==> config.mk <==
export PLATFORM = sky130hd
export DESIGN_NAME = stx_length_crc_frame_receiver
export DESIGN_NICKNAME = d
export VERILOG_FILES = /design/src/slcfr_pkg.sv /design/src/stx_length_crc_frame_receiver.sv /design/src/slcfr_csr.sv /design/src/slcfr_front.sv /design/src/slcfr_queue.sv /design/src/slcfr_back.sv
export SDC_FILE = /design/constraint.sdc
export NUM_CORES = 1
export LEC_CHECK = 0
export ABC_AREA = 1
export BUFFER_PORTS_ARGS = -buffer_cell sky130_fd_sc_hd__buf_2
export CAP_MARGIN = 40
export CORE_MARGIN = 10
export CORE_UTILIZATION = 45
export CTS_CLUSTER_DIAMETER = 60
export DETAILED_ROUTE_END_ITERATION = 10
export PLACE_DENSITY_LB_ADDON = 0.1
export SLEW_MARGIN = 20
export SYNTH_ARGS = -nofsm -noshare
export SYNTH_HDL_FRONTEND = slang
export SYNTH_SLANG_ARGS = --single-unit
==> constraint.sdc <==
create_clock -name clock -period 4.3 [get_ports clock]
set_clock_uncertainty 0.05 [all_clocks]
set_input_delay 0.86 -clock clock [delete_from_list [all_inputs] [get_ports clock]]
set_output_delay 0.86 -clock clock [all_outputs]
set_load 0.005 [all_outputs]
==> src/slcfr_pkg.sv <==
// ============================================================================
// slcfr_pkg: shared types and constants of the frame receiver
// Event codes, front-to-back token format, CSR layout and the CRC-16 step.
// ============================================================================
package slcfr_pkg;

   // Largest body (payload plus two CRC bytes) the receiver takes
   localparam int unsigned MAX_BODY = 1030;
   localparam logic [15:0] MAX_BODY_LEN = 16'(MAX_BODY);
   localparam logic [15:0] MIN_BODY_LEN = 16'd2;
   localparam logic [10:0] CRC_BYTES = 11'd2;

   localparam logic [15:0] CRC_POLY = 16'h1021;
   localparam logic [7:0] HDR_INVERT = 8'hFF;

   // CSR reset values
   localparam logic [7:0] START_BYTE_RESET = 8'h02;
   localparam logic [15:0] CRC_INIT_RESET = 16'hFFFF;

   // CSR indexes (byte address 4*i, decoded on paddr[2])
   localparam logic CSR_IDX_START_BYTE = 1'b0;
   localparam logic CSR_IDX_CRC_INIT = 1'b1;

   // Token queue depth
   localparam int unsigned QUEUE_DEPTH = 2;

   typedef enum logic [2:0] {
      EV_NONE = 3'd0,
      EV_PAYLOAD = 3'd1,
      EV_GOOD = 3'd2,
      EV_HDR_ERR = 3'd3,
      EV_CRC_ERR = 3'd4,
      EV_LEN_ERR = 3'd5
   } event_type;

   // What the front end decided about a byte
   typedef enum logic [2:0] {
      TK_NONE = 3'd0,
      TK_START = 3'd1,
      TK_PAYLOAD = 3'd2,
      TK_CRC_LO = 3'd3,
      TK_CRC_HI = 3'd4,
      TK_HDR_ERR = 3'd5,
      TK_LEN_ERR = 3'd6
   } token_kind_type;

   typedef struct packed {
      token_kind_type kind;
      logic [7:0] data;
      logic [10:0] length;
   } token_type;

   typedef enum logic [2:0] {
      PH_HUNT = 3'b001,
      PH_HEADER = 3'b010,
      PH_BODY = 3'b100
   } phase_type;

   typedef struct packed {
      logic [7:0] start_byte;
      logic [15:0] crc_init;
   } csr_type;

   // CRC-16 CCITT, MSB first, one byte
   function automatic logic [15:0] crc_update(input logic [15:0] crc, input logic [7:0] b);
      logic [15:0] c;
      c = crc ^ {b, 8'h00};
      for (int i = 0; i < 8; i++) begin
         if (c[15]) begin
            c = {c[14:0], 1'b0} ^ CRC_POLY;
         end else begin
            c = {c[14:0], 1'b0};
         end
      end
      return c;
   endfunction

endpackage

==> src/stx_length_crc_frame_receiver.sv <==
// ============================================================================
// stx_length_crc_frame_receiver: start/length/complement/CRC-16 deframer
// Byte-stream frame receiver: parser front end, token queue, CRC back end.
// ============================================================================
// Path: an accepted req beat goes into a queue entry, then into the registered
//   result stage, and leaves as its rsp beat; rsp_tready stalls hold it there.
// Throughput: one byte per cycle; the one-byte CRC step is unrolled in the
//   back end; while a result waits the queue takes two beats, then req stalls.
// Reset: synchronous, active high; parser returns to hunting, queue empties,
//   CSRs take start byte 0x02 and CRC init 0xFFFF. No clearing pass.
module stx_length_crc_frame_receiver (
   input  logic         clock,
   input  logic         reset,
   // input byte stream
   input  logic         req_tvalid,
   output logic         req_tready,
   input  logic [7:0]   req_tdata,   // [7:0] data_byte
   // result stream
   output logic         rsp_tvalid,
   input  logic         rsp_tready,
   output logic [23:0]  rsp_tdata,   // [2:0] event_res, [10:3] payload_byte,
                                     // [21:11] payload_length, [23:22] zero
   // CSR port: 0x0 start_byte, 0x4 crc_init
   input  logic         csr_psel,
   input  logic         csr_penable,
   input  logic         csr_pwrite,
   input  logic [2:0]   csr_paddr,
   input  logic [31:0]  csr_pwdata,
   output logic [31:0]  csr_prdata,
   output logic         csr_pready
);

   slcfr_pkg::csr_type csr;
   slcfr_pkg::token_type front_tok;
   slcfr_pkg::token_type back_tok;
   logic q_full;
   logic q_not_empty;
   logic q_pop;
   logic req_beat;

   // a byte is taken whenever the queue has room
   assign req_tready = ~q_full;
   assign req_beat = req_tvalid & req_tready;

   slcfr_csr u_csr (
      .clock       (clock),
      .reset       (reset),
      .csr_psel    (csr_psel),
      .csr_penable (csr_penable),
      .csr_pwrite  (csr_pwrite),
      .csr_paddr   (csr_paddr),
      .csr_pwdata  (csr_pwdata),
      .csr_prdata  (csr_prdata),
      .csr_pready  (csr_pready),
      .csr         (csr)
   );

   // front end: hunt / header / body tagging, one token per accepted beat
   slcfr_front u_front (
      .clock      (clock),
      .reset      (reset),
      .accept     (req_beat),
      .data_byte  (req_tdata),
      .start_byte (csr.start_byte),
      .token      (front_tok)
   );

   slcfr_queue u_queue (
      .clock      (clock),
      .reset      (reset),
      .push       (req_beat),
      .push_token (front_tok),
      .pop        (q_pop),
      .full       (q_full),
      .not_empty  (q_not_empty),
      .pop_token  (back_tok)
   );

   // back end: CRC accumulate and check, result register
   slcfr_back u_back (
      .clock      (clock),
      .reset      (reset),
      .tok_valid  (q_not_empty),
      .tok        (back_tok),
      .tok_pop    (q_pop),
      .crc_init   (csr.crc_init),
      .rsp_tvalid (rsp_tvalid),
      .rsp_tready (rsp_tready),
      .rsp_tdata  (rsp_tdata)
   );

endmodule

==> src/slcfr_csr.sv <==
// ============================================================================
// slcfr_csr: configuration registers
// APB-style write/read of start byte and CRC init value.
// ============================================================================
module slcfr_csr (
   input  logic                 clock,
   input  logic                 reset,
   input  logic                 csr_psel,
   input  logic                 csr_penable,
   input  logic                 csr_pwrite,
   input  logic [2:0]           csr_paddr,
   input  logic [31:0]          csr_pwdata,
   output logic [31:0]          csr_prdata,
   output logic                 csr_pready,
   output slcfr_pkg::csr_type   csr
);

   logic [7:0] start_byte_ff;
   logic [15:0] crc_init_ff;
   logic wr_en;

   assign csr_pready = 1'b1;
   assign wr_en = csr_psel & csr_penable & csr_pwrite;

   always_ff @(posedge clock) begin
      if (reset) begin
         start_byte_ff <= slcfr_pkg::START_BYTE_RESET;
         crc_init_ff <= slcfr_pkg::CRC_INIT_RESET;
      end else if (wr_en) begin
         if (csr_paddr[2] == slcfr_pkg::CSR_IDX_START_BYTE) begin
            start_byte_ff <= csr_pwdata[7:0];
         end else begin
            crc_init_ff <= csr_pwdata[15:0];
         end
      end
   end

   always_comb begin
      if (csr_paddr[2] == slcfr_pkg::CSR_IDX_CRC_INIT) begin
         csr_prdata = {16'h0000, crc_init_ff};
      end else begin
         csr_prdata = {24'h000000, start_byte_ff};
      end
   end

   assign csr.start_byte = start_byte_ff;
   assign csr.crc_init = crc_init_ff;

endmodule

==> src/slcfr_front.sv <==
// ============================================================================
// slcfr_front: frame parser
// Hunts for the start byte, checks the header and tags each body byte.
// ============================================================================
module slcfr_front (
   input  logic                  clock,
   input  logic                  reset,
   input  logic                  accept,
   input  logic [7:0]            data_byte,
   input  logic [7:0]            start_byte,
   output slcfr_pkg::token_type  token
);

   slcfr_pkg::phase_type phase_ff, phase_in;
   logic [10:0] count_ff, count_in;
   logic [7:0] hdr0_ff, hdr0_in;
   logic [7:0] hdr1_ff, hdr1_in;
   logic hdr_bad_ff, hdr_bad_in;
   logic [10:0] body_len_ff, body_len_in;
   logic [10:0] pay_len;
   logic [15:0] hdr_len;

   assign pay_len = body_len_ff - slcfr_pkg::CRC_BYTES;
   assign hdr_len = {hdr1_ff, hdr0_ff};

   always_comb begin
      phase_in = phase_ff;
      count_in = count_ff;
      hdr0_in = hdr0_ff;
      hdr1_in = hdr1_ff;
      hdr_bad_in = hdr_bad_ff;
      body_len_in = body_len_ff;
      token.kind = slcfr_pkg::TK_NONE;
      token.data = data_byte;
      token.length = pay_len;
      case (phase_ff)
         slcfr_pkg::PH_HEADER: begin
            case (count_ff[1:0])
               2'd0: begin
                  hdr0_in = data_byte;
                  count_in = 11'd1;
               end
               2'd1: begin
                  hdr1_in = data_byte;
                  count_in = 11'd2;
               end
               2'd2: begin
                  hdr_bad_in = (data_byte != (hdr0_ff ^ slcfr_pkg::HDR_INVERT));
                  count_in = 11'd3;
               end
               default: begin
                  if (hdr_bad_ff || (data_byte != (hdr1_ff ^ slcfr_pkg::HDR_INVERT))) begin
                     token.kind = slcfr_pkg::TK_HDR_ERR;
                     phase_in = slcfr_pkg::PH_HUNT;
                  end else if ((hdr_len < slcfr_pkg::MIN_BODY_LEN) ||
                               (hdr_len > slcfr_pkg::MAX_BODY_LEN)) begin
                     token.kind = slcfr_pkg::TK_LEN_ERR;
                     phase_in = slcfr_pkg::PH_HUNT;
                  end else begin
                     token.kind = slcfr_pkg::TK_START;
                     body_len_in = hdr_len[10:0];
                     phase_in = slcfr_pkg::PH_BODY;
                  end
                  count_in = '0;
                  hdr_bad_in = 1'b0;
               end
            endcase
         end
         slcfr_pkg::PH_BODY: begin
            if (count_ff < pay_len) begin
               token.kind = slcfr_pkg::TK_PAYLOAD;
               count_in = count_ff + 11'd1;
            end else if (count_ff == pay_len) begin
               token.kind = slcfr_pkg::TK_CRC_LO;
               count_in = count_ff + 11'd1;
            end else begin
               token.kind = slcfr_pkg::TK_CRC_HI;
               phase_in = slcfr_pkg::PH_HUNT;
               count_in = '0;
            end
         end
         default: begin
            phase_in = slcfr_pkg::PH_HUNT;
            count_in = '0;
            if (data_byte == start_byte) begin
               phase_in = slcfr_pkg::PH_HEADER;
               hdr_bad_in = 1'b0;
            end
         end
      endcase
   end

   always_ff @(posedge clock) begin
      if (reset) begin
         phase_ff <= slcfr_pkg::PH_HUNT;
         count_ff <= '0;
         hdr0_ff <= '0;
         hdr1_ff <= '0;
         hdr_bad_ff <= 1'b0;
         body_len_ff <= '0;
      end else if (accept) begin
         phase_ff <= phase_in;
         count_ff <= count_in;
         hdr0_ff <= hdr0_in;
         hdr1_ff <= hdr1_in;
         hdr_bad_ff <= hdr_bad_in;
         body_len_ff <= body_len_in;
      end
   end

`ifndef SYNTHESIS
   // body counter never runs past the high CRC byte
   a_body_count: assert property (@(posedge clock) disable iff (reset)
      (phase_ff == slcfr_pkg::PH_BODY) |-> (count_ff < body_len_ff))
      else $error("body byte count overran body length");
`endif

endmodule

==> src/slcfr_queue.sv <==
// ============================================================================
// slcfr_queue: token queue
// Two-entry FIFO between parser and CRC/result stage.
// ============================================================================
module slcfr_queue (
   input  logic                  clock,
   input  logic                  reset,
   input  logic                  push,
   input  slcfr_pkg::token_type  push_token,
   input  logic                  pop,
   output logic                  full,
   output logic                  not_empty,
   output slcfr_pkg::token_type  pop_token
);

   slcfr_pkg::token_type entry_ff [slcfr_pkg::QUEUE_DEPTH];
   logic wr_ptr_ff, wr_ptr_in;
   logic rd_ptr_ff, rd_ptr_in;
   logic [1:0] count_ff, count_in;

   assign full = (count_ff == 2'(slcfr_pkg::QUEUE_DEPTH));
   assign not_empty = (count_ff != 2'd0);
   assign pop_token = entry_ff[rd_ptr_ff];

   always_comb begin
      wr_ptr_in = push ? ~wr_ptr_ff : wr_ptr_ff;
      rd_ptr_in = pop ? ~rd_ptr_ff : rd_ptr_ff;
      count_in = count_ff + {1'b0, push} - {1'b0, pop};
   end

   always_ff @(posedge clock) begin
      if (reset) begin
         wr_ptr_ff <= 1'b0;
         rd_ptr_ff <= 1'b0;
         count_ff <= '0;
      end else begin
         wr_ptr_ff <= wr_ptr_in;
         rd_ptr_ff <= rd_ptr_in;
         count_ff <= count_in;
      end
   end

   always_ff @(posedge clock) begin
      if (push) begin
         entry_ff[wr_ptr_ff] <= push_token;
      end
   end

`ifndef SYNTHESIS
   a_count_bound: assert property (@(posedge clock) disable iff (reset)
      count_ff <= 2'(slcfr_pkg::QUEUE_DEPTH))
      else $error("token queue count out of range");
   a_ptr_track: assert property (@(posedge clock) disable iff (reset)
      ((count_ff == 2'd0) || full) |-> (wr_ptr_ff == rd_ptr_ff))
      else $error("token queue pointers disagree with count");
`endif

endmodule

==> src/slcfr_back.sv <==
// ============================================================================
// slcfr_back: CRC and result stage
// Runs the CRC over payload tokens and forms the registered result beat.
// ============================================================================
module slcfr_back (
   input  logic                  clock,
   input  logic                  reset,
   input  logic                  tok_valid,
   input  slcfr_pkg::token_type  tok,
   output logic                  tok_pop,
   input  logic [15:0]           crc_init,
   output logic                  rsp_tvalid,
   input  logic                  rsp_tready,
   output logic [23:0]           rsp_tdata
);

   logic valid_ff, valid_in;
   logic [15:0] crc_ff, crc_in;
   logic [7:0] crc_lo_ff, crc_lo_in;
   slcfr_pkg::event_type event_ff, event_in;
   logic [7:0] pbyte_ff, pbyte_in;
   logic [10:0] plen_ff, plen_in;

   assign tok_pop = tok_valid & (~valid_ff | rsp_tready);

   always_comb begin
      valid_in = valid_ff & ~rsp_tready;
      crc_in = crc_ff;
      crc_lo_in = crc_lo_ff;
      event_in = event_ff;
      pbyte_in = pbyte_ff;
      plen_in = plen_ff;
      if (tok_pop) begin
         valid_in = 1'b1;
         event_in = slcfr_pkg::EV_NONE;
         pbyte_in = '0;
         plen_in = '0;
         case (tok.kind)
            slcfr_pkg::TK_START: crc_in = crc_init;
            slcfr_pkg::TK_PAYLOAD: begin
               crc_in = slcfr_pkg::crc_update(crc_ff, tok.data);
               event_in = slcfr_pkg::EV_PAYLOAD;
               pbyte_in = tok.data;
            end
            slcfr_pkg::TK_CRC_LO: crc_lo_in = tok.data;
            slcfr_pkg::TK_CRC_HI: begin
               if ({tok.data, crc_lo_ff} == crc_ff) begin
                  event_in = slcfr_pkg::EV_GOOD;
                  plen_in = tok.length;
               end else begin
                  event_in = slcfr_pkg::EV_CRC_ERR;
               end
            end
            slcfr_pkg::TK_HDR_ERR: event_in = slcfr_pkg::EV_HDR_ERR;
            slcfr_pkg::TK_LEN_ERR: event_in = slcfr_pkg::EV_LEN_ERR;
            default: event_in = slcfr_pkg::EV_NONE;
         endcase
      end
   end

   always_ff @(posedge clock) begin
      if (reset) begin
         valid_ff <= 1'b0;
         crc_ff <= slcfr_pkg::CRC_INIT_RESET;
         crc_lo_ff <= '0;
      end else begin
         valid_ff <= valid_in;
         crc_ff <= crc_in;
         crc_lo_ff <= crc_lo_in;
      end
   end

   always_ff @(posedge clock) begin
      event_ff <= event_in;
      pbyte_ff <= pbyte_in;
      plen_ff <= plen_in;
   end

   assign rsp_tvalid = valid_ff;
   assign rsp_tdata = {2'b00, plen_ff, pbyte_ff, event_ff};

`ifndef SYNTHESIS
   a_crc_load: assert property (@(posedge clock) disable iff (reset)
      (tok_pop && (tok.kind == slcfr_pkg::TK_START)) |=> (crc_ff == $past(crc_init)))
      else $error("CRC not loaded at frame start");
   a_no_overwrite: assert property (@(posedge clock) disable iff (reset)
      (valid_ff && !rsp_tready) |=> ($stable(event_ff) && $stable(plen_ff)))
      else $error("pending result overwritten");
`endif

endmodule
* Word level (Yosys, flattened, before mapping)
Memory sizes are Yosys's and may differ from the RTL's. A register that Yosys moved wholly into a read port is not among the register bits.
Cells that the tools add are included.
** Cells by class
- Bitwise logic cells :: 27
- Shifts and indexed selects :: 0
- Div/mod/pow operators :: 0
- Equality and inequality tests :: 20
- Order comparisons :: 3
- $add $sub $neg :: 4
- Reduce and logical (&&, ||, !) cells :: 18
- Muxes and demuxes :: 51
- Multipliers :: 0
** Operators with widths (number)
- 16-bit 2-to-1 mux :: 15
- 13-bit 2-to-1 mux :: 8
- 3-bit 2-to-1 mux :: 11
- 16-bit case mux with 2 select lines :: 1
- 3-bit NOT :: 8
- 11-bit 2-to-1 mux :: 2
- 11-bit case mux with 2 select lines :: 1
- 16-bit equality test :: 1
- 16-bit by 11-bit > comparator with 1-bit output (second input constant) :: 1
- 16-bit by 2-bit < comparator with 1-bit output (second input constant) :: 1
- 8-bit != test :: 2
- 8-bit NOT :: 2
- 16-bit bitwise XOR :: 1
- 3-bit equality test (second input constant) :: 4
- 3-bit case mux with 2 select lines :: 2
- 3-bit case mux with 4 select lines :: 1
- 11-bit by 1-bit adder with 11-bit output (second input constant) :: 1
- 11-bit equality test :: 1
- 11-bit < comparator :: 1
- 11-bit by 2-bit subtractor with 11-bit output (second input constant) :: 1
- 1-bit NOT :: 10
- 2-bit AND reduction :: 5
- 3-bit by 2-bit equality test with 1-bit output (second input constant) :: 3
- 8-bit equality test :: 1
- 20 further kinds :: 39
** Storage, ports and cells
- Output and inout port bits :: 59
- Memory bits (read-only) :: 0
- Bits of input ports :: 50
- Bits in latches :: 0
- Memories :: 1
- RAM bits :: 44
- Bits in registers :: 117
- Logic and storage cells :: 141
** Memories
- u_queue.entry_ff :: depth 2, width 22, rd ports 1, clocked after Yosys merged registers in 1, write ports 1, RTL line slcfr_queue.sv:16 : slcfr_pkg::token_type entry_ff [slcfr_pkg::QUEUE_DEPTH];

* Longest topological paths before layout
- Depth in word-level cells :: 32
- Depth in mapped cells :: 23

* By module
A second synthesis with hierarchy kept.
** Unflattened totals
- Cell total of the unflattened synthesis :: 1057
- Area, all modules :: 8358.0 um^2
** By module, submodules not included
- slcfr_front :: area an instance 2835.2 um^2, sequential area each 840.8 um^2, times used 1, cells an instance 446
- slcfr_back :: area an instance 2467.4 um^2, sequential area each 1161.1 um^2, times used 1, cells an instance 324
- slcfr_queue :: area an instance 1815.5 um^2, sequential area each 1421.4 um^2, times used 1, cells an instance 99
- slcfr_csr :: area an instance 1226.2 um^2, sequential area each 480.5 um^2, times used 1, cells an instance 185
- stx_length_crc_frame_receiver :: area an instance 13.8 um^2, sequential area each 0.0 um^2, times used 1, cells an instance 3

* Worst setup path before layout
No wires, ideal clock.
- Kind :: flip-flop to flip-flop
- Start point :: reg u_front.body_len_ff[1]
- End point :: reg u_front.count_ff[5]
- Arrival :: 2.515 ns
- Path slack :: 1.655 ns
- Cell stages (with the launch flop) :: 23
- Cells stage by stage :: dfxtp_1 > inv_1 > ha_1 > inv_1 > nor2_1 > inv_1 > nor2_1 > inv_1 > nor3_1 > xor2_1 > inv_1 > ha_1 > nand2_1 > inv_1 > nand2_1 > inv_1 > nand2_1 > nand3_1 > nand2_1 > nand2_1 > nand2_1 > nand2_1 > nor3b_1
** RTL lines
- start: declaration :: RTL line slcfr_front.sv:19 : logic [10:0] body_len_ff, body_len_in;
- start signal: assignment :: RTL line slcfr_front.sv:107 : body_len_ff <= body_len_in;
- end signal: assignment :: RTL line slcfr_front.sv:103 : count_ff <= count_in;
- end: declaration :: RTL line slcfr_front.sv:15 : logic [10:0] count_ff, count_in;

==> flow_summary.ini <==
[sta]
hold_viol = 0
maxSlewViolCount = 0
holdWs_ns = 0.417
setup_slack_ns = 1.11
max_freq_ghz = 0.314
setup_viol = 0
rsz0062_at_grt = false
finalCritPeriodShare = 0.742
tightest_slew_ns = 0.774
fin_setup_tns_ns = 0
slew_headroom = 0.482
min_period_ns = 3.19

[layout]
nets = 1119
drive_gt1_frac = 0.123
final_common_cell = nand2_1
stdcell_count = 1288
area_growth_pct = 14.2
final_core_util = 0.524
final_cell_mix = 214 x nand2_1, 147 x nor2_1, 107 x inv_1
antenna_cells = 0

[hold_path]
hold_path.class = reg -> reg

[power]
power.density_nw_per_um2 = 515
pwr-share-clk = 0.334
power.leakage_uw = 0.00412
power_frac_seq = 0.419
p_int_uw = 3170
netSwitchingFraction = 0.320
p_comb_frac = 0.247
p_switching_uw = 1490
ir_worst_vdd_mv = 0.323

[clock_tree]
cts_sinks = 162
cts_setup_buffers = 0
cts-hold-fix-buffers = 0
cts_made_buffers = 17
path_clk_slew_ns = 0.06
cts_buffer_depth = 2
cts_tree = built
h-tree-depth = 4
cts_resized = 0
clock_latency_ns = 0.43
cts_root_buffer = clkbuf_16

[grt]
grtUsageTotal = 0.157
grt_overflow = 0
grt_pass1_wl_um = 29800
grt_max_degree = 46
grt_pass1_vias = 5801
antenna_found_initial = 0

[floorplan]
die_y_um = 153
pin_count = 109
die_area_um2 = 23300
start_util = 0.458
core_region_area_um2 = 17300
rows = 48
die_x_um = 153

[logic_synthesis]
netlist_area_um2 = 7930
synth_cell_types = 35
synth_seq_cells = 162
synth_top_area_share = 0.250
ys_warn_count = 0
async_flop_share = 0
ys_seq_area_frac = 0.492
synthFlopType = dfxtp_1
synth_area_leader_cell = edfxtp_1
synth_edf_count = 66
avgSynthCellArea_um2 = 8.10
yosys-top-cells-area = edfxtp_1 25%, dfxtp_1 24%, nand2_1 10%, nor2_1 7.1%, inv_1 5.1%
netlist_instances = 979

[placement]
numPortBuffers = 71
gp_congestion = 0.820
dp_slack_ns = 1.07
placed_cells = 1255
place_hpwl_um = 13600

[route]
routed_wl_um = 18500
viasPerCell = 4.84
wl_per_cell_um = 14.4
initialDrtViolationCount = 388
via_count = 6233
drt.antenna.violating_nets = 0
drt-pass1-iter-count = 5
drc = 0

[run]
drv_cap = 0

[critical_path]
critPathKind = reg -> reg
cp_slowest_cell = dfxtp_1
crit_path_cell_trace = inv_1 > ha_1 > inv_1 > nor2_1 > inv_1 > nor2_1 > inv_1 > nor3_1 > xor2_1 > inv_1 > ha_1 > nand2_1 > inv_1 > a21oi_1 > nand3_1 > nand2_1 > nand2_1 > nand2_1 > nand2_1 > nor3b_1
arrival_ns = 3.48
cp_common_cell = inv_1
cp.required_ns = 4.59
slowest_delay_ns = 0.32
crit_fanout = 8
cp-end-kind = flip-flop
startpoint_type = flip-flop

[status]
status = completed
power by group through the flow:
stage	clock network [µW]	registers, µW	logic [µW]
2_1_floorplan	0	1980	805
3_3_place_gp	0	1990	1150
3_5_place_dp	0	1990	1150
4_1_cts	1600	1960	1160
5_1_grt	1660	1980	1320
6_report	1560	1950	1150
layout make-up:
type | instances | area (µm²)
flip-flops and latches | 162 | 3900
clock buffers | 18 | 429
multi-input cells | 677 | 3410
inverters | 111 | 417
fillers | 1703 | 8240
clock inverters | 14 | 178
repair buffers | 81 | 434
well taps | 225 | 282
worst max-delay path, delay by kind of cell (launching register included):
kind,cells,cell delay (ns)
AOI/OAI and AO/OA,1,0.15
and+or+nand+nor,10,1.39
DFF,1,0.32
buffers and inverters,6,0.46
xor gates and xnor gates,1,0.26
adders and majority gates,2,0.48
flip-flops by register name, indices dropped and copies added, names as in the netlist, 8 cells and up, named ones only:
| signal | count |
|---|---|
| u_back.crc_ff | 16 |
| u_back.plen_ff | 11 |
| u_back.pbyte_ff | 8 |
| u_csr.crc_init_ff | 16 |
| u_csr.start_byte_ff | 8 |
| u_front.hdr0_ff | 8 |
| u_front.hdr1_ff | 8 |
| u_front.body_len_ff | 11 |
| u_queue.entry_ff | 44 |
| u_back.crc_lo_ff | 8 |
| u_front.count_ff | 11 |
stage by stage:
step | instance area, µm² | total power, µW
after floorplan | 7990 | 2780
after global placement | 8440 | 3140
after detailed placement | 8440 | 3140
after CTS | 9040 | 4720
after global routing | 9060 | 4960
final | 9060 | 4660
cell usage after synthesis, types with 8 or more instances:
cell / count
xor2_1: 42
nand2_1: 214
xnor2_1: 11
edfxtp_1: 66
buf_4: 20
buf_2: 8
o21ai_0: 63
ha_1: 19
nand3_1: 50
nor2_1: 149
mux2i_1: 11
or2_2: 8
inv_1: 107
clkbuf_1: 17
nand4_1: 8
dfxtp_1: 96
nor3_1: 8
a21oi_1: 42
worst paths after layout:
kind	start	depth (start not counted)	slack (ns)	end
max	u_front.body_len_ff[1]	20	1.11	u_front.count_ff[6]
min	u_queue.rd_ptr_ff	1	0.42	u_queue.rd_ptr_ff
max reg2reg	u_front.body_len_ff[1]	20	1.11	u_front.count_ff[6]
min reg2reg	u_queue.rd_ptr_ff	1	0.42	u_queue.rd_ptr_ff
cell families after synthesis:
group	share of synthesized area
AND/OR/NAND/NOR	0.226
buffers and inverters	0.0860
XOR/XNOR	0.0606
adder cells (fa/ha/maj)	0.0300
other	0.000947
multiplexers	0.0139
AO/OA/AOI/OAI	0.0907
flip-flops	0.492
routing by layer:
metal | up-vias | global-route usage | share of wire
li1 | 3261 | - | -
met1 | 2825 | 0.212 | 0.48
met2 | 130 | 0.241 | 0.46
met3 | 17 | 0.0373 | 0.049
met4 | 0 | 0.0495 | 0.011
met5 | - | 0 | 0
No activity file was read; power rests on OpenSTA's default activity.
